File: config.mk
export PLATFORM = sky130hd
export DESIGN_NAME = signed_exp_golomb_bit_writer
export DESIGN_NICKNAME = d
export VERILOG_FILES = /design/src/rtl/core/sege_pkg.sv /design/src/rtl/core/sege_front.sv /design/src/rtl/core/sege_queue.sv /design/src/rtl/core/sege_back.sv /design/src/rtl/core/signed_exp_golomb_bit_writer.sv
export VERILOG_INCLUDE_DIRS = /design/src /design/src/rtl/core
export SDC_FILE = /design/constraint.sdc
export NUM_CORES = 1
export LEC_CHECK = 0
export BUFFER_PORTS_ARGS = -buffer_cell sky130_fd_sc_hd__buf_2
export CORE_MARGIN = 2
export CORE_UTILIZATION = 63
export CTS_BUF_LIST = sky130_fd_sc_hd__clkbuf_16
export CTS_CLUSTER_DIAMETER = 60
export DETAILED_ROUTE_END_ITERATION = 12
export GPL_ROUTABILITY_DRIVEN = 0
export MAX_ROUTING_LAYER = met4
export PLACE_DENSITY = 0.81
export SLEW_MARGIN = 20
export SYNTH_ARGS = -nofsm -noshare
export SYNTH_HDL_FRONTEND = slang
export SYNTH_SLANG_ARGS = --single-unit
File: constraint.sdc
create_clock -name clk -period 8.2 [get_ports clk]
set_clock_uncertainty 0.2 [all_clocks]
set_input_delay 0.82 -clock clk [delete_from_list [all_inputs] [get_ports clk]]
set_output_delay 0.82 -clock clk [all_outputs]
set_load 0.005 [all_outputs]
File: src/rtl/core/signed_exp_golomb_bit_writer_assert.svh
// Assertion macros shared by the bit writer RTL.
// Used by sege_queue and sege_back; no other dependencies.
`ifndef SIGNED_EXP_GOLOMB_BIT_WRITER_ASSERT_SVH
`define SIGNED_EXP_GOLOMB_BIT_WRITER_ASSERT_SVH

// same-cycle implication
`define SEGE_ASSERT_NOW(lbl, clk, rst_n, ante, cons, msg) \
    lbl: assert property (@(posedge clk) disable iff (!rst_n) (ante) |-> (cons)) \
        else $error(msg);

// next-cycle implication
`define SEGE_ASSERT_NEXT(lbl, clk, rst_n, ante, cons, msg) \
    lbl: assert property (@(posedge clk) disable iff (!rst_n) (ante) |=> (cons)) \
        else $error(msg);

`endif

File: src/rtl/core/sege_pkg.sv
// Types and constants for the signed Exp-Golomb bit writer.
// No dependencies.
package sege_pkg;

    localparam int WORD_BITS  = 32;
    localparam int VALUE_BITS = 17;
    localparam int NBITS_W    = 6;
    localparam int LEN_W      = 5;
    localparam int FILL_W     = 5;
    localparam int CAP_W      = 24;

    localparam logic [CAP_W-1:0] CAP_RESET = 24'hFF_FFFF;

    localparam logic REQ_ENCODE = 1'b0;
    localparam logic REQ_FLUSH  = 1'b1;

    typedef struct packed {
        logic               req_type;
        logic signed [15:0] coefficient;
    } in_item_t;

    typedef struct packed {
        logic [7:0] out_byte;
        logic       last_of_run;
    } out_item_t;

    // classified request handed from front to back
    typedef struct packed {
        logic                  is_flush;
        logic [VALUE_BITS-1:0] value;
        logic [NBITS_W-1:0]    nbits;
    } cmd_t;

endpackage

File: src/rtl/core/sege_front.sv
// Front end: accepts requests and maps coefficients to code value and length.
// Depends on sege_pkg.
module sege_front (
    input  logic             in_valid,
    output logic             in_ready,
    input  sege_pkg::in_item_t in_data,
    input  logic             q_full,
    output logic             push,
    output sege_pkg::cmd_t   cmd
);
    import sege_pkg::*;

    logic signed [17:0]    twice;
    logic [17:0]           neg_val;
    logic [VALUE_BITS-1:0] value;
    logic [LEN_W-1:0]      len;

    assign twice   = {in_data.coefficient[15], in_data.coefficient, 1'b0};
    assign neg_val = 18'd1 - twice;

    always_comb
    begin
        if (in_data.coefficient > 16'sd0)
            value = twice[VALUE_BITS-1:0];
        else
            value = neg_val[VALUE_BITS-1:0];
    end

    // position of the leading one
    always_comb
    begin
        len = '0;
        for (int i = 0; i < VALUE_BITS; i++)
        begin
            if (value[i])
                len = LEN_W'(i);
        end
    end

    assign in_ready     = !q_full;
    assign push         = in_valid && !q_full;
    assign cmd.is_flush = (in_data.req_type == REQ_FLUSH);
    assign cmd.value    = value;
    assign cmd.nbits    = {len, 1'b1};

endmodule

File: src/rtl/core/sege_queue.sv
// Small FIFO of classified requests between front and back.
// Depends on sege_pkg and the assertion header.
`include "signed_exp_golomb_bit_writer_assert.svh"
module sege_queue #(
    parameter int DEPTH = 2
) (
    input  logic           clk,
    input  logic           rst_n,
    input  logic           push,
    input  sege_pkg::cmd_t push_data,
    input  logic           pop,
    output sege_pkg::cmd_t head,
    output logic           full,
    output logic           empty
);
    import sege_pkg::*;

    localparam int AW = $clog2(DEPTH);
    localparam int CW = $clog2(DEPTH + 1);

    cmd_t          mem_reg [DEPTH];
    logic [AW-1:0] wr_ptr_reg, wr_ptr_next;
    logic [AW-1:0] rd_ptr_reg, rd_ptr_next;
    logic [CW-1:0] count_reg, count_next;

    assign full  = (count_reg == CW'(DEPTH));
    assign empty = (count_reg == '0);
    assign head  = mem_reg[rd_ptr_reg];

    always_comb
    begin
        wr_ptr_next = wr_ptr_reg;
        rd_ptr_next = rd_ptr_reg;
        count_next  = count_reg;
        if (push)
            wr_ptr_next = (wr_ptr_reg == AW'(DEPTH - 1)) ? '0 : wr_ptr_reg + 1'b1;
        if (pop)
            rd_ptr_next = (rd_ptr_reg == AW'(DEPTH - 1)) ? '0 : rd_ptr_reg + 1'b1;
        if (push && !pop)
            count_next = count_reg + 1'b1;
        else if (pop && !push)
            count_next = count_reg - 1'b1;
    end

    always_ff @(posedge clk or negedge rst_n)
    begin
        if (!rst_n)
        begin
            wr_ptr_reg <= '0;
            rd_ptr_reg <= '0;
            count_reg  <= '0;
        end
        else
        begin
            wr_ptr_reg <= wr_ptr_next;
            rd_ptr_reg <= rd_ptr_next;
            count_reg  <= count_next;
        end
    end

    always_ff @(posedge clk)
    begin
        if (push)
            mem_reg[wr_ptr_reg] <= push_data;
    end

    `SEGE_ASSERT_NOW(a_no_pop_empty, clk, rst_n, pop, !empty, "pop from empty queue")
    `SEGE_ASSERT_NEXT(a_push_only_count, clk, rst_n, push && !pop, count_reg != '0, "push lost")

endmodule

File: src/rtl/core/sege_back.sv
// Back end: packs codes into the 32-bit word, applies capacity, drains bytes.
// Depends on sege_pkg and the assertion header.
`include "signed_exp_golomb_bit_writer_assert.svh"
module sege_back (
    input  logic                         clk,
    input  logic                         rst_n,
    input  logic                         cfg_write,
    input  logic [sege_pkg::CAP_W-1:0]   cfg_data,
    input  logic                         q_empty,
    input  sege_pkg::cmd_t               head,
    output logic                         pop,
    output logic                         out_valid,
    input  logic                         out_ready,
    output sege_pkg::out_item_t          out_data
);
    import sege_pkg::*;

    logic [WORD_BITS-1:0]   acc_reg, acc_next;
    logic [FILL_W-1:0]      fill_reg, fill_next;
    logic [CAP_W-1:0]       bw_reg, bw_next;
    logic [CAP_W-1:0]       cap_reg;
    logic [2*WORD_BITS-1:0] buf_reg, buf_next;
    logic [3:0]             cnt_reg, cnt_next;

    logic [6:0]             total;
    logic [6:0]             sh;
    logic [2*WORD_BITS-1:0] win;
    logic [1:0]             nw, ew;
    logic                   fit4, fit8;
    logic [2:0]             nb, fl_cnt;
    logic [5:0]             fill_round;
    logic [CAP_W-1:0]       avail;
    logic                   drain;

    assign drain     = out_valid && out_ready;
    assign pop       = !q_empty && (cnt_reg == 4'd0 || (cnt_reg == 4'd1 && out_ready));
    assign out_valid = (cnt_reg != 4'd0);
    assign out_data.out_byte    = buf_reg[2*WORD_BITS-1 -: 8];
    assign out_data.last_of_run = (cnt_reg == 4'd1);

    // encode path
    assign total = 7'(fill_reg) + 7'(head.nbits);
    assign sh    = 7'd64 - total;
    assign win   = {acc_reg, {WORD_BITS{1'b0}}}
                 | ({{(2*WORD_BITS-VALUE_BITS){1'b0}}, head.value} << sh);
    assign nw    = total[6] ? 2'd2 : (total[5] ? 2'd1 : 2'd0);
    assign fit4  = ({2'b00, bw_reg} + 26'd4) <= {2'b00, cap_reg};
    assign fit8  = ({2'b00, bw_reg} + 26'd8) <= {2'b00, cap_reg};

    always_comb
    begin
        if (nw == 2'd0 || !fit4)
            ew = 2'd0;
        else if (nw == 2'd2 && fit8)
            ew = 2'd2;
        else
            ew = 2'd1;
    end

    // flush path
    assign fill_round = 6'(fill_reg) + 6'd7;
    assign nb         = 3'(fill_round >> 3);
    assign avail      = (cap_reg > bw_reg) ? cap_reg - bw_reg : '0;
    assign fl_cnt     = (avail < CAP_W'(nb)) ? avail[2:0] : nb;

    always_comb
    begin
        acc_next  = acc_reg;
        fill_next = fill_reg;
        bw_next   = bw_reg;
        buf_next  = buf_reg;
        cnt_next  = cnt_reg;
        if (drain)
        begin
            buf_next = buf_reg << 8;
            cnt_next = cnt_reg - 4'd1;
        end
        if (pop)
        begin
            if (head.is_flush)
            begin
                acc_next  = '0;
                fill_next = '0;
                bw_next   = bw_reg + CAP_W'(fl_cnt);
                buf_next  = {acc_reg, {WORD_BITS{1'b0}}};
                cnt_next  = {1'b0, fl_cnt};
            end
            else
            begin
                if (total[6])
                    acc_next = '0;
                else if (total[5])
                    acc_next = win[WORD_BITS-1:0];
                else
                    acc_next = win[2*WORD_BITS-1:WORD_BITS];
                fill_next = total[FILL_W-1:0];
                bw_next   = bw_reg + CAP_W'({ew, 2'b00});
                buf_next  = win;
                cnt_next  = {ew, 2'b00};
            end
        end
    end

    always_ff @(posedge clk or negedge rst_n)
    begin
        if (!rst_n)
        begin
            acc_reg  <= '0;
            fill_reg <= '0;
            bw_reg   <= '0;
            cap_reg  <= CAP_RESET;
            cnt_reg  <= '0;
        end
        else
        begin
            acc_reg  <= acc_next;
            fill_reg <= fill_next;
            bw_reg   <= bw_next;
            cnt_reg  <= cnt_next;
            if (cfg_write)
                cap_reg <= cfg_data;
        end
    end

    always_ff @(posedge clk)
    begin
        buf_reg <= buf_next;
    end

    `SEGE_ASSERT_NOW(a_no_overrun, clk, rst_n, cnt_reg > 4'd1, !pop, "overwrote pending bytes")
    `SEGE_ASSERT_NEXT(a_flush_clears, clk, rst_n, pop && head.is_flush, acc_reg == '0 && fill_reg == '0, "flush left bits")
    `SEGE_ASSERT_NEXT(a_idle_holds, clk, rst_n, !pop, $stable(acc_reg) && $stable(bw_reg) && $stable(fill_reg), "state moved without request")

endmodule

File: src/rtl/core/signed_exp_golomb_bit_writer.sv
// Top level of the signed Exp-Golomb (order 0) bit writer.
// Depends on sege_pkg, sege_front, sege_queue, sege_back.
//
//  channel | handshake               | payload
//  --------+-------------------------+-------------------------------
//  in      | in_valid / in_ready     | in_data  (req_type, coefficient)
//  out     | out_valid / out_ready   | out_data (out_byte, last_of_run)
//  cfg     | cfg_write               | cfg_data (byte_capacity)
//
// The packer handles one request per cycle; a request that produces bytes holds it
// until its last byte leaves.
// Bytes leave the drain register one per cycle while out_ready is high.
// The request queue (QUEUE_DEPTH entries) lets input and output stall independently.
// Reset sets the control registers at once, not the data storage; no clearing pass.
module signed_exp_golomb_bit_writer #(
    parameter int QUEUE_DEPTH = 2
) (
    input  logic                       clk,
    input  logic                       rst_n,
    input  logic                       in_valid,
    output logic                       in_ready,
    input  sege_pkg::in_item_t         in_data,
    output logic                       out_valid,
    input  logic                       out_ready,
    output sege_pkg::out_item_t        out_data,
    input  logic                       cfg_write,
    input  logic [sege_pkg::CAP_W-1:0] cfg_data
);
    import sege_pkg::*;

    logic q_full;
    logic q_empty;
    logic push;
    logic pop;
    cmd_t push_cmd;
    cmd_t head;

    sege_front u_front (
        .in_valid (in_valid),
        .in_ready (in_ready),
        .in_data  (in_data),
        .q_full   (q_full),
        .push     (push),
        .cmd      (push_cmd)
    );

    sege_queue #(
        .DEPTH (QUEUE_DEPTH)
    ) u_queue (
        .clk       (clk),
        .rst_n     (rst_n),
        .push      (push),
        .push_data (push_cmd),
        .pop       (pop),
        .head      (head),
        .full      (q_full),
        .empty     (q_empty)
    );

    sege_back u_back (
        .clk       (clk),
        .rst_n     (rst_n),
        .cfg_write (cfg_write),
        .cfg_data  (cfg_data),
        .q_empty   (q_empty),
        .head      (head),
        .pop       (pop),
        .out_valid (out_valid),
        .out_ready (out_ready),
        .out_data  (out_data)
    );

endmodule

; Word level (Yosys, flattened, before mapping)
; Memories as Yosys holds them, arrays and structs flattened.
; Cells that the tools add are included.
[totals]
regBits = 157
ram_bits = 46
in_bits = 46
output_inout_bits = 11
word_cells = 94
n_memories = 1
[op_classes]
add_sub_neg = 14
order_cmp = 5
eq_ne = 3
n_shift = 1
mux = 40
n_bitwise = 1
n_reduce_logical = 20
[memory_table]
columns = name, words, word_bits, rd, rd_ports_with_merged_regs, wr, line
row1 = u_queue.mem_reg, 2, 23, 1, 0, 1, sege_queue.sv:21  ; cmd_t mem_reg [DEPTH];
[op_table]
columns = operator, count
row1 = 2-to-1 mux 64 bit, 3
row2 = 2-to-1 mux 32 bit, 3
row3 = bitwise OR 64 bit, 1
row4 = << shifter 17 x 7 -> 64 bit, 1
row5 = less-or-equal comparator 26 x 24 -> 1 bit, 2
row6 = 2-to-1 mux 24 bit, 2
row7 = 2-to-1 mux 4 bit, 11
row8 = adder 24 x 3 -> 25 bit (second input constant), 1
row9 = adder 24 x 4 -> 25 bit (second input constant), 1
row10 = adder 24 x 3 -> 24 bit, 1
row11 = adder 24 x 4 -> 24 bit, 1
row12 = > comparator 24 bit, 1
row13 = less-than comparator 24 x 3 -> 1 bit, 1
row14 = subtractor 24 bit, 1
row15 = 2-to-1 mux 17 bit, 1
row16 = subtractor 2 x 17 -> 17 bit (first input constant), 1
row17 = > comparator 16 x 1 -> 1 bit (second input constant), 1
row18 = 2-to-1 mux 3 bit, 5
row19 = 2-to-1 mux 2 bit, 7
row20 = 2-to-1 mux 5 bit, 2
row21 = adder 5 x 6 -> 7 bit, 1
row22 = logical AND 1 bit, 7
row23 = subtractor 7 bit (first input constant), 1
row24 = adder 5 x 3 -> 6 bit (second input constant), 1
row25 = 13 further kinds, 27

; Depth between registers and ports, before layout
[depth]
ltp_word = 18
ltp_mapped = 30
mapped_depth_nobuf = 28

; By module
; Synthesis repeated with hierarchy kept, for this count alone.
[hier_totals]
cells_unflattened = 1578
hier_area_um2 = 14491.4
[by_module_without_submodules]
columns = module, instances, cells_per_inst, area_per_inst_um2, seq_area_each_um2
row1 = sege_back, 1, 1376, 11726.2, 4179.0
row2 = sege_queue, 1, 91, 2020.7, 1541.5
row3 = sege_front, 1, 111, 744.5, 0.0

; Worst setup path after synthesis
; Ideal clock, no wire load.
[synth_path]
kind = reg2reg
start = register u_back.bw_reg[7]
end = register u_back.bw_reg[23]
setup_ps = 80
arrival_time_ps = 5797
required_time_ps = 7920
path_slack_ps = 2123
stages_incl_launch_ff = 26
path_buffers = 1
synth_period_minus_slack_ps = 6077
path_cell_list = dfrtp_1 clkbuf_1 inv_1 ha_1 a2111oi_1 a21oi_1 a221oi_1 nor2_1 o21ai_1 nor2_1 ha_1 nand2_1 nor2_1 a21oi_1 o21ai_0 a2111oi_0 o21a_1 nor2_1 or3_1 ha_1 a21o_1 a31oi_1 nor4_1 nand2_1 nor2_1 xnor2_1
[synth_between]
elab_chain_cells = 7
elab_cells_between_ends = 17
classes_between = add/sub: 5 / order compare: 4 / mux: 5 / reduce/logical: 3
[synth_lines]
columns = element, line
row1 = from (decl), sege_back.sv:20  ; logic [CAP_W-1:0] bw_reg, bw_next;
row2 = from (signal assigned), sege_back.sv:118  ; bw_reg <= bw_next;
row3 = adder 24 x 4 -> 25 bit or adder 24 x 3 -> 25 bit (tied branches), "sege_back.sv:48, sege_back.sv:47"
row4 = less-or-equal comparator 26 x 24 -> 1 bit (on tied branches), "sege_back.sv:48, sege_back.sv:47"
row5 = logical AND 1 bit or zero test 1 bit (tied branches), "sege_back.sv:54, sege_back.sv:52"
row6 = 2-to-1 mux 2 bit or logical OR 1 bit (tied branches), "sege_back.sv:54, sege_back.sv:52"
row7 = 2-to-1 mux 2 bit, sege_back.sv:52  ; if (nw == 2'd0 || !fit4)
row8 = adder 24 x 4 -> 24 bit, sege_back.sv:97  ; bw_next = bw_reg + CAP_W'({ew, 2'b00});
row9 = 2-to-1 mux 24 bit (*), sege_back.sv:80  ; if (head.is_flush)
; Mark *: on every way between the ends. The rest lies on a longest branch, timed or not.
; A chain may end at the register's enable or synchronous reset.

; Worst setup path in the final report
; Same ends and word-level chain as after synthesis.

==> summary.txt <==
outcome - complete, no violations
Crit. End Element - flip-flop
vias in the first global route - 12150
number of max-slew violations in the final report - 0
Synth-to-Final Area Change - 8.338%
Avg Inst Size Synth - 8.959 um^2
critical path class - flip-flop to flip-flop
post-synth top area cell - edfxtp_1
Max Clk Rate - 139.3 MHz
Synth cell types - 82
startpoint types - flip-flop
Setup TNS Final - 0 ns
total of max-cap violations - 0
worst vdd rail ir drop - 0.3982 mV
Starting Density - 64.03%
Die Y - 155.7 um
switching portion of total power - 49.89%
min Tclk post-route - 7.177 ns
Switch Pwr - 3.582 mW
Bufs on Longest Clock Path - 3
net count after synthesis - 1756
H-tree levels - 1
final period utilization - 87.52%
Ys Warns - 0
Starting DRT DRC Count - 1563
first-pass GRT wire length - 63.18 mm
Leak - 6.573 nW
Syn Inst Count - 1618
most used cell, CP - nor2_1
Die ar. - 24240 um^2
Final Hold Fails - 0
Placed Cells - 1883
PD cells - 457.1 nW/um^2
Core ar. - 22640 um^2
drt pass-1 iters - 6
CTS clock-pin slew for the worst setup and hold paths - 0.06 ns
Post-synth EDFFs - 108
Critical Path Max Stage Delay - 0.82 ns
TritonCTS Buffers - 25
clock share of power - 15.4%
CP max FO - 8
Post-synth top cells - 232 x nand2_1, 174 x nor2_1, 130 x o21ai_0
max FFs per register - 64
I/O pins - 57
clock sinks - 201
share of cells above drive strength 1 - 10.64%
ys async rst share - 46.27%
non-filler cells, final - 1929
CP cell instances - inv_1 -> ha_1 -> a2111oi_1 -> a21oi_1 -> a221oi_1 -> nor2_1 -> o21ai_1 -> nor2_1 -> ha_1 -> nand2_1 -> nor2_1 -> a21oi_1 -> o21ai_0 -> a2111oi_0 -> o21a_1 -> nor2_1 -> or3_1 -> ha_1 -> a21o_1 -> a31oi_1 -> nor4_1 -> nand2_1 -> nor2_1 -> xnor2_1
crit-path leading delay family - compound AO/OA/AOI/OAI gates
CTS resizes - 0
clock root cell - clkbuf_16
total grt overflow - 0
hold buffers post-CTS - 0
Worst Path Required - 8.45 ns
sequential share of power - 23.0%
HPWL after detailed placement - 28.30 mm
Cell Area, Synth - 14500 um^2
Comb pwr share - 61.6%
final wirelength - 39.56 mm
initial antenna violation count - 0
port buffer count - 56
clk_lat worst skew - 0.52 ns
top-count cell post-synth - nand2_1
CTS tree - yes
Data arrival, critical path - 7.42 ns
Main synth FF type - edfxtp_1
drt wl/cell - 20.51 um
Antenna Nets Post-Route - 0
slew margin rel. - 25.17%
total number of vias - 12700
largest net degree at the start of global routing - 83
share of Yosys cell area claimed by the top area cell type - 22.37%
dominant cells by area after synthesis - edfxtp_1 22%, dfrtp_1 12%, ha_1 7.6%, nand2_1 6.0%, xnor2_1 5.0%
synthesis-stage register bit count - 201
Worst Max-Slew Pin Slew - 1.118 ns
worst path bufs/invs - 1
P_int - 3.597 mW
row count - 55
GRT Resource Usage Total - 33.75%
Slowest-stage cell, CP - nor4_1
sequential share of the synthesized area - 38.63%
fin util - 69.37%
RSZ-0062 raised after global routing - no
Worst Hold Class - input port to asynchronous set/reset pin
DRC - 0
nets - 1763
Post-CTS Setup Repair Bufs - 0
Vias/cell - 6.584
antenna cells - 0
final setup fails - 0
die width - 155.7 um
placed cells by master (no fill, tap or decap), drive strengths merged, types with 12 or more instances in the layout:
master	instances
ha	88
a2bb2oi	14
dfstp	24
nand2b	17
and3	13
a21o	28
mux4	14
nor3	28
xnor2	82
o22ai	20
xor2	13
o21ai	131
dfrtp	69
nand2	232
nor4	13
buf	73
a21oi	59
nand3	35
o21a	12
nand4	21
clkbuf	25
a211oi	18
or3	18
nor2	174
mux2i	47
edfxtp	108
inv	86
stage by stage:
stage | total power [mW] | hold WS [ns] | area, um^2 | setup WS (ns)
detailed placement | 5.889 | 0.2562 | 14880 | 1.218
CTS | 7.029 | 0.1095 | 15700 | 1.189
floorplan | 4.717 | 0.2395 | 14500 | 2.123
global placement | 5.765 | 0.2521 | 14880 | 1.415
finish | 7.179 | 0.1022 | 15710 | 1.023
global route | 7.607 | 0.1310 | 15710 | 0.4995
area by class of cell:
class / instances / area [um^2]
Sequential cell: 201 / 5600
Timing Repair Buffer: 73 / 410.4
Fill cell: 1745 / 6935
Multi-Input combinational cell: 1247 / 8227
Inverter: 77 / 289.0
Clock inverter: 21 / 196.4
Tap cell: 285 / 356.6
Clock buffer: 25 / 625.6
worst register-to-register path, delay by kind of cell, from the launching register on:
family,cells,cell delay [ns]
xor+xnor,1,0.13
compound gates,10,3.12
simple gates,9,1.98
flops,1,0.49
buf+inv,1,0.14
fa+ha+maj,3,1.05
power by group through the flow:
stage / logic [mW] / clock network (mW) / registers (mW)
floorplan: 3.12 / 0 / 1.60
global placement: 4.13 / 0 / 1.64
detailed placement: 4.24 / 0 / 1.65
CTS: 4.28 / 1.11 / 1.64
global route: 4.78 / 1.15 / 1.68
finish: 4.43 / 1.11 / 1.65
cells by family (layout without fill, tap and decap cells):
group	after synthesis	count (layout)	share of synthesized area, %
AOI/OAI and AO/OA	396	396	18.00
DFF	201	201	38.63
buffers and inverters	170	196	4.669
muxes	71	71	6.197
and+or+nand+nor	592	592	18.45
xor gates and xnor gates	96	96	5.895
adders and majority gates	92	92	8.148
final timing paths:
kind                                    start  cells after the start  slack (ns)                  to
max reg2reg                  u_back.bw_reg[7]                     24        1.02   u_back.bw_reg[23]
min in group clk           u_back.acc_reg[10]                      2        0.27  u_back.acc_reg[10]
min                                     rst_n                      1        0.10   u_back.bw_reg[14]
max in group asynchronous               rst_n                      2        6.48  u_back.acc_reg[30]
max                          u_back.bw_reg[7]                     24        1.02   u_back.bw_reg[23]
min reg2reg                u_back.acc_reg[10]                      2        0.27  u_back.acc_reg[10]
layer usage:
layer / share of wire, % / vias up / GRT usage [%]
met2: 45 / 704 / 50.97
met3: 10 / 114 / 6.778
met5: 0 / - / -
met1: 41 / 6033 / 46.21
li1: - / 5850 / -
met4: 3.3 / 0 / 10.79
(Power assumes the default switching activity.)
